==> src/rtl/gzhp_pkg.sv <==
// Package with payload types, phase codes and constants of the gzip header parser.
package gzhp_pkg;

    localparam int unsigned LEN_BITS_DEF = 16;

    localparam logic [3:0] PH_ID1     = 4'd0;
    localparam logic [3:0] PH_ID2     = 4'd1;
    localparam logic [3:0] PH_CM      = 4'd2;
    localparam logic [3:0] PH_FLG     = 4'd3;
    localparam logic [3:0] PH_MTIME   = 4'd4;
    localparam logic [3:0] PH_XFL     = 4'd5;
    localparam logic [3:0] PH_OS      = 4'd6;
    localparam logic [3:0] PH_XLEN    = 4'd7;
    localparam logic [3:0] PH_EXTRA   = 4'd8;
    localparam logic [3:0] PH_NAME    = 4'd9;
    localparam logic [3:0] PH_COMMENT = 4'd10;
    localparam logic [3:0] PH_HCRC    = 4'd11;
    localparam logic [3:0] PH_PAYLOAD = 4'd12;
    localparam logic [3:0] PH_ERROR   = 4'd13;

    localparam logic [1:0] KIND_HEADER  = 2'd0;
    localparam logic [1:0] KIND_PAYLOAD = 2'd1;
    localparam logic [1:0] KIND_ERROR   = 2'd2;

    localparam logic [2:0] ERR_NONE      = 3'd0;
    localparam logic [2:0] ERR_SIG       = 3'd1;
    localparam logic [2:0] ERR_METHOD    = 3'd2;
    localparam logic [2:0] ERR_NAME      = 3'd3;
    localparam logic [2:0] ERR_COMMENT   = 3'd4;
    localparam logic [2:0] ERR_TRUNCATED = 3'd5;

    localparam logic [7:0] ID1_BYTE  = 8'h1f;
    localparam logic [7:0] ID2_BYTE  = 8'h8b;
    localparam logic [7:0] CM_DEFL   = 8'h08;
    localparam logic [7:0] ZERO_BYTE = 8'h00;

    localparam int unsigned FL_HCRC    = 1;
    localparam int unsigned FL_EXTRA   = 2;
    localparam int unsigned FL_NAME    = 3;
    localparam int unsigned FL_COMMENT = 4;

    typedef struct packed {
        logic [7:0] data_byte;
        logic       member_start;
        logic       end_of_input;
    } t_in_item;

    typedef struct packed {
        logic [1:0]  byte_kind;
        logic [2:0]  error_code;
        logic [7:0]  header_flags;
        logic [31:0] mtime_secs;
        logic [7:0]  extra_flags;
        logic [7:0]  os_code;
        logic [15:0] extra_len;
        logic [15:0] name_len;
        logic [15:0] header_crc;
        logic [15:0] header_len;
    } t_out_item;

    // Classified item passed from the front part to the back part.
    typedef struct packed {
        logic [7:0] data_byte;
        logic       member_start;
        logic       end_of_input;
        logic       is_zero;
        logic       is_id1;
        logic       is_id2;
        logic       is_cm;
    } t_cls_item;

endpackage

==> src/rtl/gzhp_front.sv <==
// Front part: accepts input items, classifies the byte and writes a two-entry queue.
module gzhp_front (
    input  logic                i_clk,
    input  logic                i_rst_n,
    input  logic                i_valid,
    output logic                o_ready,
    input  gzhp_pkg::t_in_item  i_item,
    output logic                o_valid,
    input  logic                i_ready,
    output gzhp_pkg::t_cls_item o_item
);
    gzhp_pkg::t_cls_item r_q [2];
    gzhp_pkg::t_cls_item n_cls;
    logic                r_rd_ptr, r_wr_ptr;
    logic [1:0]          r_cnt;
    logic                push, pop;

    always_comb begin
        n_cls.data_byte    = i_item.data_byte;
        n_cls.member_start = i_item.member_start;
        n_cls.end_of_input = i_item.end_of_input;
        n_cls.is_zero      = (i_item.data_byte == gzhp_pkg::ZERO_BYTE);
        n_cls.is_id1       = (i_item.data_byte == gzhp_pkg::ID1_BYTE);
        n_cls.is_id2       = (i_item.data_byte == gzhp_pkg::ID2_BYTE);
        n_cls.is_cm        = (i_item.data_byte == gzhp_pkg::CM_DEFL);
    end

    assign o_ready = (r_cnt != 2'd2);
    assign o_valid = (r_cnt != 2'd0);
    assign o_item  = r_q[r_rd_ptr];
    assign push    = i_valid && o_ready;
    assign pop     = o_valid && i_ready;

    always_ff @(posedge i_clk) begin
        if (push) begin
            r_q[r_wr_ptr] <= n_cls;
        end
    end

    always_ff @(posedge i_clk) begin
        if (!i_rst_n) begin
            r_rd_ptr <= 1'b0;
            r_wr_ptr <= 1'b0;
            r_cnt    <= 2'd0;
        end else begin
            if (push) r_wr_ptr <= ~r_wr_ptr;
            if (pop) r_rd_ptr <= ~r_rd_ptr;
            r_cnt <= r_cnt + {1'b0, push} - {1'b0, pop};
        end
    end
endmodule

==> src/rtl/gzhp_back.sv <==
// Back part: header state machine, field capture and the registered result.
module gzhp_back #(
    parameter int unsigned LEN_BITS = gzhp_pkg::LEN_BITS_DEF
) (
    input  logic                i_clk,
    input  logic                i_rst_n,
    input  logic                i_valid,
    output logic                o_ready,
    input  gzhp_pkg::t_cls_item i_item,
    output logic                o_valid,
    input  logic                i_ready,
    output gzhp_pkg::t_out_item o_item
);
    localparam logic [LEN_BITS-1:0] LEN_MAX = {LEN_BITS{1'b1}};

    logic [3:0]          r_phase, n_phase, ph;
    logic [15:0]         r_fcnt, n_fcnt, fcnt;
    logic [7:0]          r_flags, n_flags, flags;
    logic [31:0]         r_mtime, n_mtime, mtime;
    logic [7:0]          r_xfl, n_xfl, xfl;
    logic [7:0]          r_os, n_os, os;
    logic [15:0]         r_xlen, n_xlen, xlen;
    logic [LEN_BITS-1:0] r_ncnt, n_ncnt, ncnt;
    logic [15:0]         r_hcrc, n_hcrc, hcrc;
    logic [LEN_BITS-1:0] r_hcnt, n_hcnt, hcnt;
    logic [2:0]          r_err, n_err, err;
    logic                hdr;
    logic [3:0]          aft_extra, aft_name, aft_comment;
    logic [15:0]         xlen_full;
    gzhp_pkg::t_out_item n_out, r_out;
    logic                r_out_valid, take;

    assign o_ready = !r_out_valid || i_ready;
    assign take    = i_valid && o_ready;
    assign o_valid = r_out_valid;
    assign o_item  = r_out;

    always_comb begin
        // A member start clears everything before the byte is looked at.
        if (i_item.member_start) begin
            ph = gzhp_pkg::PH_ID1; fcnt = '0; flags = '0; mtime = '0; xfl = '0;
            os = '0; xlen = '0; ncnt = '0; hcrc = '0; hcnt = '0;
            err = gzhp_pkg::ERR_NONE;
        end else begin
            ph = r_phase; fcnt = r_fcnt; flags = r_flags; mtime = r_mtime; xfl = r_xfl;
            os = r_os; xlen = r_xlen; ncnt = r_ncnt; hcrc = r_hcrc; hcnt = r_hcnt;
            err = r_err;
        end
        n_phase = ph; n_fcnt = fcnt; n_flags = flags; n_mtime = mtime; n_xfl = xfl;
        n_os = os; n_xlen = xlen; n_ncnt = ncnt; n_hcrc = hcrc; n_hcnt = hcnt;
        n_err = err;
        hdr = 1'b0;
        xlen_full = {i_item.data_byte, xlen[7:0]};

        priority if (flags[gzhp_pkg::FL_NAME]) aft_extra = gzhp_pkg::PH_NAME;
        else if (flags[gzhp_pkg::FL_COMMENT]) aft_extra = gzhp_pkg::PH_COMMENT;
        else if (flags[gzhp_pkg::FL_HCRC]) aft_extra = gzhp_pkg::PH_HCRC;
        else aft_extra = gzhp_pkg::PH_PAYLOAD;
        priority if (flags[gzhp_pkg::FL_COMMENT]) aft_name = gzhp_pkg::PH_COMMENT;
        else if (flags[gzhp_pkg::FL_HCRC]) aft_name = gzhp_pkg::PH_HCRC;
        else aft_name = gzhp_pkg::PH_PAYLOAD;
        aft_comment = flags[gzhp_pkg::FL_HCRC] ? gzhp_pkg::PH_HCRC : gzhp_pkg::PH_PAYLOAD;

        unique case (ph)
            gzhp_pkg::PH_ID1: begin
                if (i_item.is_id1) begin
                    hdr = 1'b1; n_phase = gzhp_pkg::PH_ID2;
                end else begin
                    n_phase = gzhp_pkg::PH_ERROR; n_err = gzhp_pkg::ERR_SIG;
                end
            end
            gzhp_pkg::PH_ID2: begin
                if (i_item.is_id2) begin
                    hdr = 1'b1; n_phase = gzhp_pkg::PH_CM;
                end else begin
                    n_phase = gzhp_pkg::PH_ERROR; n_err = gzhp_pkg::ERR_SIG;
                end
            end
            gzhp_pkg::PH_CM: begin
                if (i_item.is_cm) begin
                    hdr = 1'b1; n_phase = gzhp_pkg::PH_FLG;
                end else begin
                    n_phase = gzhp_pkg::PH_ERROR; n_err = gzhp_pkg::ERR_METHOD;
                end
            end
            gzhp_pkg::PH_FLG: begin
                hdr = 1'b1; n_flags = i_item.data_byte; n_fcnt = '0;
                n_phase = gzhp_pkg::PH_MTIME;
            end
            gzhp_pkg::PH_MTIME: begin
                hdr = 1'b1;
                unique case (fcnt[1:0])
                    2'd0: n_mtime[7:0]   = mtime[7:0]   | i_item.data_byte;
                    2'd1: n_mtime[15:8]  = mtime[15:8]  | i_item.data_byte;
                    2'd2: n_mtime[23:16] = mtime[23:16] | i_item.data_byte;
                    default: n_mtime[31:24] = mtime[31:24] | i_item.data_byte;
                endcase
                if (fcnt >= 16'd3) begin
                    n_fcnt = '0; n_phase = gzhp_pkg::PH_XFL;
                end else begin
                    n_fcnt = fcnt + 16'd1;
                end
            end
            gzhp_pkg::PH_XFL: begin
                hdr = 1'b1; n_xfl = i_item.data_byte; n_phase = gzhp_pkg::PH_OS;
            end
            gzhp_pkg::PH_OS: begin
                hdr = 1'b1; n_os = i_item.data_byte; n_fcnt = '0;
                n_phase = flags[gzhp_pkg::FL_EXTRA] ? gzhp_pkg::PH_XLEN : aft_extra;
            end
            gzhp_pkg::PH_XLEN: begin
                hdr = 1'b1;
                if (fcnt == 16'd0) begin
                    n_xlen = {8'd0, i_item.data_byte}; n_fcnt = 16'd1;
                end else begin
                    n_xlen = xlen_full; n_fcnt = xlen_full;
                    n_phase = (xlen_full == 16'd0) ? aft_extra : gzhp_pkg::PH_EXTRA;
                end
            end
            gzhp_pkg::PH_EXTRA: begin
                hdr = 1'b1; n_fcnt = fcnt - 16'd1;
                if (fcnt == 16'd1) n_phase = aft_extra;
            end
            gzhp_pkg::PH_NAME: begin
                hdr = 1'b1;
                if (i_item.is_zero) n_phase = aft_name;
                else if (ncnt != LEN_MAX) n_ncnt = ncnt + 1'b1;
            end
            gzhp_pkg::PH_COMMENT: begin
                hdr = 1'b1;
                if (i_item.is_zero) n_phase = aft_comment;
            end
            gzhp_pkg::PH_HCRC: begin
                hdr = 1'b1;
                if (fcnt == 16'd0) begin
                    n_hcrc = {8'd0, i_item.data_byte}; n_fcnt = 16'd1;
                end else begin
                    n_hcrc = {i_item.data_byte, hcrc[7:0]}; n_fcnt = '0;
                    n_phase = gzhp_pkg::PH_PAYLOAD;
                end
            end
            gzhp_pkg::PH_PAYLOAD: ;
            gzhp_pkg::PH_ERROR: ;
            default: n_phase = gzhp_pkg::PH_ERROR;
        endcase

        if (hdr) begin
            if (hcnt != LEN_MAX) n_hcnt = hcnt + 1'b1;
            if (i_item.end_of_input && n_phase != gzhp_pkg::PH_PAYLOAD) begin
                priority if (n_phase == gzhp_pkg::PH_NAME) n_err = gzhp_pkg::ERR_NAME;
                else if (n_phase == gzhp_pkg::PH_COMMENT) n_err = gzhp_pkg::ERR_COMMENT;
                else n_err = gzhp_pkg::ERR_TRUNCATED;
                n_phase = gzhp_pkg::PH_ERROR;
            end
        end

        priority if (n_phase == gzhp_pkg::PH_ERROR) n_out.byte_kind = gzhp_pkg::KIND_ERROR;
        else if (hdr) n_out.byte_kind = gzhp_pkg::KIND_HEADER;
        else n_out.byte_kind = gzhp_pkg::KIND_PAYLOAD;
        n_out.error_code   = n_err;
        n_out.header_flags = n_flags;
        n_out.mtime_secs   = n_mtime;
        n_out.extra_flags  = n_xfl;
        n_out.os_code      = n_os;
        n_out.extra_len    = n_xlen;
        n_out.header_crc   = n_hcrc;
        n_out.name_len     = 16'(n_ncnt);
        n_out.header_len   = 16'(n_hcnt);
    end

    always_ff @(posedge i_clk) begin
        if (take) r_out <= n_out;
    end

    always_ff @(posedge i_clk) begin
        if (!i_rst_n) begin
            r_phase <= gzhp_pkg::PH_ID1; r_fcnt <= '0; r_flags <= '0; r_mtime <= '0;
            r_xfl <= '0; r_os <= '0; r_xlen <= '0; r_ncnt <= '0; r_hcrc <= '0;
            r_hcnt <= '0; r_err <= gzhp_pkg::ERR_NONE; r_out_valid <= 1'b0;
        end else begin
            if (take) begin
                r_phase <= n_phase; r_fcnt <= n_fcnt; r_flags <= n_flags;
                r_mtime <= n_mtime; r_xfl <= n_xfl; r_os <= n_os; r_xlen <= n_xlen;
                r_ncnt <= n_ncnt; r_hcrc <= n_hcrc; r_hcnt <= n_hcnt; r_err <= n_err;
            end
            if (take) r_out_valid <= 1'b1;
            else if (i_ready) r_out_valid <= 1'b0;
        end
    end
endmodule

==> src/rtl/gzip_member_header_parser.sv <==
// An accepted input item is written to the queue, and its result is then registered in the
// result register.
// Throughput: one byte per cycle unless the output stalls; the header state machine is combinational.
// A two-entry queue parts classification from the state machine so each side stalls alone.
// Reset (synchronous, active low) empties the queue and result register and sets the
// parser to expect the first signature byte with all captured fields zero.
module gzip_member_header_parser #(
    parameter int unsigned LEN_BITS = gzhp_pkg::LEN_BITS_DEF
) (
    input  logic                i_clk,
    input  logic                i_rst_n,
    input  logic                i_valid,
    output logic                o_ready,
    input  gzhp_pkg::t_in_item  i_data,
    output logic                o_valid,
    input  logic                i_ready,
    output gzhp_pkg::t_out_item o_data
);
    gzhp_pkg::t_cls_item q_item;
    logic                q_valid, q_ready;

    gzhp_front u_front (
        .i_clk(i_clk), .i_rst_n(i_rst_n),
        .i_valid(i_valid), .o_ready(o_ready), .i_item(i_data),
        .o_valid(q_valid), .i_ready(q_ready), .o_item(q_item)
    );

    gzhp_back #(.LEN_BITS(LEN_BITS)) u_back (
        .i_clk(i_clk), .i_rst_n(i_rst_n),
        .i_valid(q_valid), .o_ready(q_ready), .i_item(q_item),
        .o_valid(o_valid), .i_ready(i_ready), .o_item(o_data)
    );
endmodule

==> config.mk <==
export PLATFORM = sky130hd
export DESIGN_NAME = gzip_member_header_parser
export DESIGN_NICKNAME = d
export VERILOG_FILES = /design/src/rtl/gzhp_pkg.sv /design/src/rtl/gzhp_front.sv /design/src/rtl/gzhp_back.sv /design/src/rtl/gzip_member_header_parser.sv
export SDC_FILE = /design/constraint.sdc
export NUM_CORES = 1
export LEC_CHECK = 0
export BUFFER_PORTS_ARGS = -buffer_cell sky130_fd_sc_hd__buf_2
export CAP_MARGIN = 10
export CORE_MARGIN = 1.5
export CORE_UTILIZATION = 59
export DETAILED_ROUTE_END_ITERATION = 12
export PLACE_DENSITY = 0.8
export SYNTH_ARGS = -nofsm -noshare
export SYNTH_HDL_FRONTEND = slang
export SYNTH_SLANG_ARGS = --single-unit
export TNS_END_PERCENT = 100
==> constraint.sdc <==
create_clock -name i_clk -period 9.9 [get_ports i_clk]
set_input_delay 1.98 -clock i_clk [delete_from_list [all_inputs] [get_ports i_clk]]
set_output_delay 1.98 -clock i_clk [all_outputs]
set_load 0.05 [all_outputs]
# --- After elaboration in Yosys (flattened, before gate mapping) ---
# Memory sizes are Yosys's and may differ from the RTL's. A register that Yosys moved wholly into a read port is not among the register bits.
# Index checks and enable logic that the tools add are counted.
word_totals:
  elab_cells: 149
  inputBits: 14
  n_memories: 1
  mem_bits_rw: 28
  ff_bits: 273
  output_inout_bits: 127
classes:
  bitwise: 6
  n_addsub: 6
  n_lt_le_gt_ge: 1
  mux: 68
  reduce_logical: 16
  n_eq_ne: 26
mem_list:
  columns: ["name", "depth", "word_bits", "rd", "rd_ports_with_merged_regs", "write_ports", "line_no", "text"]
  rows:
  - ["u_front.r_q", 2, 14, 1, 1, 1, "gzhp_front.sv:12", "gzhp_pkg::t_cls_item r_q [2];"]
ops:
  columns: ["op", "n"]
  rows:
  - ["two-way mux 16 bit", 16]
  - ["two-way mux 8 bit", 10]
  - ["case mux 16 bit (5 select lines)", 1]
  - ["two-way mux 32 bit", 2]
  - ["two-way mux 4 bit", 16]
  - ["case mux 4 bit (13 select lines)", 1]
  - ["adder 16 x 1 -> 16 bit, second input constant", 3]
  - ["== test 4 bit, second input constant", 9]
  - ["zero test 16 bit", 2]
  - ["!= test 16 bit, second input constant", 2]
  - ["bitwise OR 8 bit", 4]
  - ["two-way mux 3 bit", 8]
  - ["== test 16 x 1 -> 1 bit, second input constant", 1]
  - ["== test 4 x 3 -> 1 bit, second input constant", 4]
  - [">= comparator 16 x 2 -> 1 bit, second input constant", 1]
  - ["subtractor 16 x 1 -> 16 bit, second input constant", 1]
  - ["two-way mux 1 bit", 12]
  - ["case mux 3 bit (3 select lines)", 1]
  - ["OR reduction 9 bit", 1]
  - ["== test 4 x 2 -> 1 bit, second input constant", 2]
  - ["== test 8 x 4 -> 1 bit, second input constant", 1]
  - ["== test 8 x 5 -> 1 bit, second input constant", 1]
  - ["== test 8 bit, second input constant", 1]
  - ["zero test 8 bit", 1]
  - ["other kinds (17)", 22]

# --- Longest topological paths before layout ---
# Gate-level depths: netlist of the first run.
depth:
  word_depth: 12
  mapped_depth: 18
  depth_no_buf: 12

# --- Modules after synthesis ---
# From an unflattened synthesis of the first run, not the netlist that was laid out.
hier_totals:
  hier_cells: 1441
  hier_area_um2: 13918.3
modules_own_cells:
  columns: ["module", "seq_area_each_um2", "cells_each", "instances", "area_per_inst_um2"]
  rows:
  - ["gzhp_back", 6636.4, 1358, 1, 12590.8]
  - ["gzhp_front", 940.9, 83, 1, 1327.5]

# --- Worst setup path before layout of the first run ---
# No wires, ideal clock.
synth_path:
  kind: "input -> register"
  start: "input port i_ready"
  end: "register u_front.r_cnt[1]"
  required_time_ns: 9.772
  cell_stages: 13
  setup_slack_ns: 1.819
  setup_ns: 0.128
  n_path_buf: 4
  arrival_time_ns: 7.953
  path_cell_list: "nor2b_1 -> or2_2 -> clkbuf_1 -> inv_1 -> clkbuf_1 -> clkbuf_1 -> clkbuf_1 -> ha_1 -> inv_1 -> ha_1 -> xor2_1 -> xnor2_1 -> nor2_1"
synth_between:
  elab_chain_len: 3
synth_lines:
  columns: ["element", "line_no", "text"]
  rows:
  - ["from (decl)", "gzip_member_header_parser.sv:16", "input logic i_ready,"]
  - ["logical OR 1 bit", "gzhp_back.sv:33", "assign o_ready = !r_out_valid || i_ready;"]
  - ["logical AND 1 bit", null, null]
  - ["via u_back.take", "gzhp_back.sv:31", "logic r_out_valid, take;"]
  - ["subtractor 2 x 1 -> 2 bit", "gzhp_front.sv:48", "r_cnt <= r_cnt + {1'b0, push} - {1'b0, pop};"]
  - ["to (signal assigned)", "gzhp_front.sv:48", null]
  - ["to (decl)", "gzhp_front.sv:15", "logic [1:0] r_cnt;"]
# The timed path passes the listed nets, and every way through them passes these cells.
# A chain may end at the register's enable or synchronous reset.

# --- Worst setup path after layout of the first run ---
layout_path:
  start: "input port i_ready"
  end: "register u_front.r_cnt[1]"
layout_between:
  elab_chain_len: 3
layout_lines:
  columns: ["element", "line_no", "text"]
  rows:
  - ["logical OR 1 bit", "gzhp_back.sv:33", null]
  - ["logical AND 1 bit", "gzhp_front.sv:32", "assign pop = o_valid && i_ready;"]
  - ["subtractor 2 x 1 -> 2 bit", "gzhp_front.sv:48", null]
# Every way passes these cells.

==> results.yml, run 1 <==
run_status:
  status: "complete, no violations"
detailed_routing:
  detailroute.via_count: 11300
  post_drt_via_cell_ratio: 6.04
  detail_route.iter0.violations: 1266
  drc: 0
  routed_wl_um: 32900
  final_antenna_net_count: 0
  routed_wire_length_per_instance_um: 17.6
  dr.pass1.iters: 5
sta:
  report.final.hold_viol_count: 0
  timing.max_slew.rel_slack_pct: 23.0
  unrepaired_setup_endpoints_after_global_routing: "false"
  timing.fmax_mhz: 209
  layout_min_cycle_time_ns: 4.77
  setup_viol: 0
  setup-tns-final_ns: 0
  finalCritPeriodShare_pct: 48.2
  fin_worst_skew_ns: 0.0112
  final_max_slew_viol_count: 0
  max_slew.worst_pin.slew_ns: 1.13
clocking:
  cts.sink_count: 302
  tritoncts.num_buffers: 30
  tritoncts: "built"
  cts_setup_buffers: 0
  clock_latency_late_sink_ns: 0.56
  clock_tree.htree_level_count: 1
  postCtsHoldBufs: 0
  cts_buffer_depth: 3
  clkSlewWorstSetupHoldPaths_ns: 0.07
  clock-root-buffer: "clkbuf_16"
  ctsResizeCount: 0
cells_and_area:
  fin_cells: 1866
  finish.instance_area_um2: 15600
  seq_area_um2: 7580
  num-fill-cells: 1727
  drive_gt1_share_pct: 15.8
  antennaDiodeCount: 0
  multi_input_area_um2: 5760
  flow.area_growth_from_synthesis_pct: 13.3
  design.final.nets: 1552
yosys:
  synth_area_leaders: "edfxtp_1 (33%), dfxtp_1 (22%), nand2_1 (5.9%)"
  post_synth_inst_count: 1443
  syn_nets: 1466
  yosys_register_bits: 302
  synth_cell_types: 80
  number_of_flops_mapped_to_enable_cells_by_yosys: 153
  synth_area_um2: 13800
  mean_post_synth_cell_area_um2: 9.56
  synth_warnings: 0
  post-synth-top-area-cell: "edfxtp_1"
  synth-async-reset-ratio_pct: 0
  synth_largest_type_area_fraction_pct: 33.3
  synthFlopType: "edfxtp_1"
  synth-seq-area-share_pct: 54.9
  synthMostInstantiatedCell: "nand2_1"
  synth.cells.most_frequent: "nand2_1 (218), nor2_1 (161), edfxtp_1 (153)"
grt:
  global_route_wire_length_before_repair_um: 52000
  gr-total-overflow: 0
  initial_antenna_violation_count: 0
  grt_use_total_pct: 26.5
  grt_max_degree: 165
  via_count_of_the_first_global_routing_pass: 10100
place:
  finalWeightedCongestion: 0.899
  placed_area_um2: 14600
  dp_hpwl_um: 19900
  place.detailed.instances: 1810
  placement.io_buffers: 140
die:
  design.die.area_um2: 24300
  design.portCount: 141
  floorplan.core_area_um2: 22800
  die_y_extent_um: 156
  die_wd_um: 156
  fp-row-count: 55
  floorplan.initialDensity_pct: 60.5
power_and_ir_drop:
  pwr_density_cell_nw_per_um2: 337
  static_leakage_power_nw: 5.64
  max-vdd-ir-drop_mv: 0.197
  power.total_mw: 5.27
setup_path:
  cp_slowest_cell: "buf_4"
  rrSetupSlack_ns: 5.34
  critical_path_cell_sequence: "buf_2 -> nor2b_1 -> or2_4 -> inv_8 -> buf_4 -> ha_1 -> inv_1 -> ha_1 -> xor2_1 -> xnor2_1 -> nor2_1"
  cp_common_cell: "ha_1"
  cp.arrival_ns: 5.19
  worst_path_largest_cell_delay_ns: 0.90
  worstSetupPathType: "in -> reg"
  startpoint_type: "input pin"
  worstSetupEndpointType: "register"
  crit_fanout: 164
  critical_path_required_ns: 10.32
worst_hold_path:
  hold_class: "reg -> reg"
run:
  timing.max_cap.violations: 0
-- cell usage in the layout, fill, tap and decap left out, types with 14 or more instances in the layout --
cell / count
xnor2_1: 14
xor2_1: 23
nor3b_1: 26
nand3_1: 76
a31oi_1: 15
nand2_1: 218
o21ai_0: 119
edfxtp_1: 153
dfxtp_1: 149
buf_2: 140
o21ai_1: 17
nor2_1: 161
a21boi_0: 38
nor3_1: 38
clkbuf_16: 32
a21oi_1: 70
nor4_1: 15
-- logic make-up after synthesis --
| family | after synthesis | synth area share, % |
|---|---|---|
| flops | 302 | 54.9 |
| fa+ha+maj | 9 | 0.816 |
| mux | 19 | 1.52 |
| xor+xnor | 37 | 2.35 |
| simple gates | 637 | 22.4 |
| buf+inv | 112 | 3.51 |
| compound gates | 327 | 14.5 |
-- cell type report --
cell class | count | share of cell area, %
flip-flops and latches | 302 | 48.5
multi-input cells | 1029 | 36.9
clock buffers | 36 | 5.35
repair buffers | 151 | 5.01
well taps | 313 | 2.51
clock inverters | 20 | 1.36
inverters | 15 | 0.408
-- layer usage --
layer | routed length [um] | part of all wire (%) | track usage [%] | vias up
met4 | 920 | 2.8 | 8.53 | 0
met1 | 14100 | 43 | 38.3 | 5378
met2 | 15200 | 46 | 41.3 | 506
met5 | 0 | 0 | 0 | -
met3 | 2650 | 8.1 | 4.03 | 72
li1 | - | - | - | 5315
-- per-stage QoR --
stage	hold slack [ns]	setup slack, ns	utilization [%]
5_1_grt	0.479	4.80	68.6
3_5_place_dp	0.449	4.45	64.0
6_report	0.459	5.13	68.6
2_1_floorplan	0.437	1.82	-
4_1_cts	0.457	5.03	68.6
3_3_place_gp	0.442	4.46	64.0
-- sequential cells by signal (all words and copies together) (netlist names), 2 cells and up, named ones only --
register        count
u_back.r_err        3
u_back.r_xlen      16
u_back.r_fcnt      16
u_front.r_cnt       2
u_back.r_xfl        8
u_back.r_flags      8
u_back.r_phase      4
u_back.r_mtime     32
u_front.r_q        28
u_back.r_os         8
u_back.r_ncnt      16
u_back.r_hcrc      16
u_back.o_item     125
u_back.r_hcnt      16
-- final timing paths --
check,start,endpoint,cells past startpoint
worst max register to register,register,u_back.o_item[122],8
worst min-delay path,u_back.r_hcrc[8],u_back.r_hcrc[8],2
worst max-delay path,i_ready,u_front.r_cnt[1],11
worst min register to register,u_back.r_hcrc[8],u_back.r_hcrc[8],2
-- where the power goes --
group	switching [mW]	internal [mW]
registers	0.172	1.73
logic	1.69	0.488
clock network	0.481	0.706
-- worst max-delay path, delay by kind of cell --
| family | cells | cell delay (ns) |
|---|---|---|
| buffers and inverters | 4 | 1.73 |
| XOR/XNOR | 2 | 0.30 |
| adder cells (fa/ha/maj) | 2 | 0.52 |
| AND/OR/NAND/NOR | 3 | 0.58 |
Note: power is estimated with default switching activity, not from simulation.
==> run 2: changes to the inputs <==
==> constraint.sdc (replaced) <==
create_clock -name i_clk -period 4.4 [get_ports i_clk]
set_input_delay 0.88 -clock i_clk [delete_from_list [all_inputs] [get_ports i_clk]]
set_output_delay 0.88 -clock i_clk [all_outputs]
set_load 0.05 [all_outputs]
==> results.yml, run 2 (synthesis gave the netlist of run 1 again) <==
run_status:
  status: "complete, no violations"
clocking:
  tritoncts: "built"
  postCtsHoldBufs: 0
  clkSlewWorstSetupHoldPaths_ns: 0.06
  tritoncts.num_buffers: 30
  cts_setup_buffers: 0
  clock-root-buffer: "clkbuf_16"
  cts_buffer_depth: 3
  cts.sink_count: 302
  ctsResizeCount: 0
  clock_tree.htree_level_count: 1
  clock_latency_late_sink_ns: 0.57
cells_and_area:
  final_core_util_pct: 68.8
  layout_common_cells: "nand2_1 (218), nor2_1 (161), edfxtp_1 (153)"
  largest_reg_flops: 125
  fin_cells: 1879
  antennaDiodeCount: 0
  num-fill-cells: 1757
  drive_gt1_share_pct: 15.9
  flow.area_growth_from_synthesis_pct: 13.6
  design.final.nets: 1565
  finish.instance_area_um2: 15700
  layout_commonest_cell: "nand2_1"
sta:
  unrepaired_setup_endpoints_after_global_routing: "false"
  hold-worst-slack_ns: 0.456
  setup_viol: 0
  finalCritPeriodShare_pct: 74.0
  report.final.hold_viol_count: 0
  max_slew.worst_pin.slew_ns: 1.21
  finalWorstSetupSlack_ns: 1.14
  layout_min_cycle_time_ns: 3.26
  final_max_slew_viol_count: 0
  setup-tns-final_ns: 0
  fin_worst_skew_ns: 0.0213
  timing.max_slew.rel_slack_pct: 17.9
  timing.fmax_mhz: 307
grt:
  grt_use_total_pct: 27.2
  gr-total-overflow: 0
  global_route_wire_length_before_repair_um: 53000
  via_count_of_the_first_global_routing_pass: 10300
  initial_antenna_violation_count: 0
  grt_max_degree: 89
die:
  die_wd_um: 156
  floorplan.core_area_um2: 22800
  die_y_extent_um: 156
  fp-row-count: 55
  design.die.area_um2: 24300
  design.portCount: 141
  floorplan.initialDensity_pct: 60.5
detailed_routing:
  routed_wl_um: 33600
  routed_wire_length_per_instance_um: 17.9
  dr.pass1.iters: 5
  detailroute.via_count: 11300
  post_drt_via_cell_ratio: 5.99
  drc: 0
  detail_route.iter0.violations: 1189
  final_antenna_net_count: 0
place:
  dp_hpwl_um: 21300
  finalWeightedCongestion: 0.951
  placed_area_um2: 14700
  place_ws_ns: 1.19
  place.detailed.instances: 1823
  placement.io_buffers: 140
setup_path:
  critical_path_required_ns: 4.71
  startpoint_type: "register"
  cp.arrival_ns: 3.57
  crit_fanout: 19
  worstSetupEndpointType: "register"
  worstSetupPathType: "reg -> reg"
power_and_ir_drop:
  combPwrFrac_pct: 42.5
  netSwitchingFraction_pct: 44.8
  power.total_mw: 11.8
  power_frac_seq_pct: 36.0
  clock_power_share_pct: 21.5
  pwr_density_cell_nw_per_um2: 753
  static_leakage_power_nw: 5.67
  max-vdd-ir-drop_mv: 0.465
  intPower_mw: 6.51
  switchingPower_mw: 5.29
worst_hold_path:
  holdCritStartpoint: "u_back.r_hcrc[11]"
  hold_class: "reg -> reg"
run:
  timing.max_cap.violations: 0
## run 2: area by class of cell
class | instances | area (um2) | area share (%)
Clock buffer | 40 | 818 | 5.22
Clock inverter | 16 | 179 | 1.14
Inverter | 15 | 63.8 | 0.407
Multi-Input combinational cell | 1029 | 5760 | 36.7
Sequential cell | 302 | 7580 | 48.4
Tap cell | 313 | 392 | 2.50
Timing Repair Buffer | 164 | 881 | 5.62
## run 2: layer usage
layer | share of wire (%) | up-vias | track usage [%]
li1 | - | 5361 | -
met1 | 44 | 5366 | 39.6
met2 | 46 | 470 | 42.2
met3 | 7.1 | 64 | 3.56
met4 | 2.5 | 0 | 9.02
met5 | 0 | - | 0
## run 2: power groups by stage
stage                     clock [mW]  sequential [mW]  combinational [mW]
after CTS                       2.57             4.25                4.99
after global placement             0             4.28                4.91
final                           2.54             4.25                5.01
after global routing            2.69             4.32                5.34
after detailed placement           0             4.29                4.96
after floorplan                    0             5.83                2.28
## run 2: path summary, 6_finish.rpt
path	end	slack, ns	cells past startpoint
max	u_back.o_item[10]	1.14	9
min	u_back.r_hcrc[11]	0.46	2
max reg2reg	u_back.o_item[10]	1.14	9
min reg2reg	u_back.r_hcrc[11]	0.46	2
## run 2: critical path, cell delays in order, from the launching register on
cell and delay [ns]:
dfxtp_1 0.40, mux2i_4 0.63, buf_4 0.30, and2_2 0.21
ha_1 0.18, nand3_1 0.25, nor3_4 0.40, nor4b_2 0.37
or2_1 0.19, nand2_1 0.07
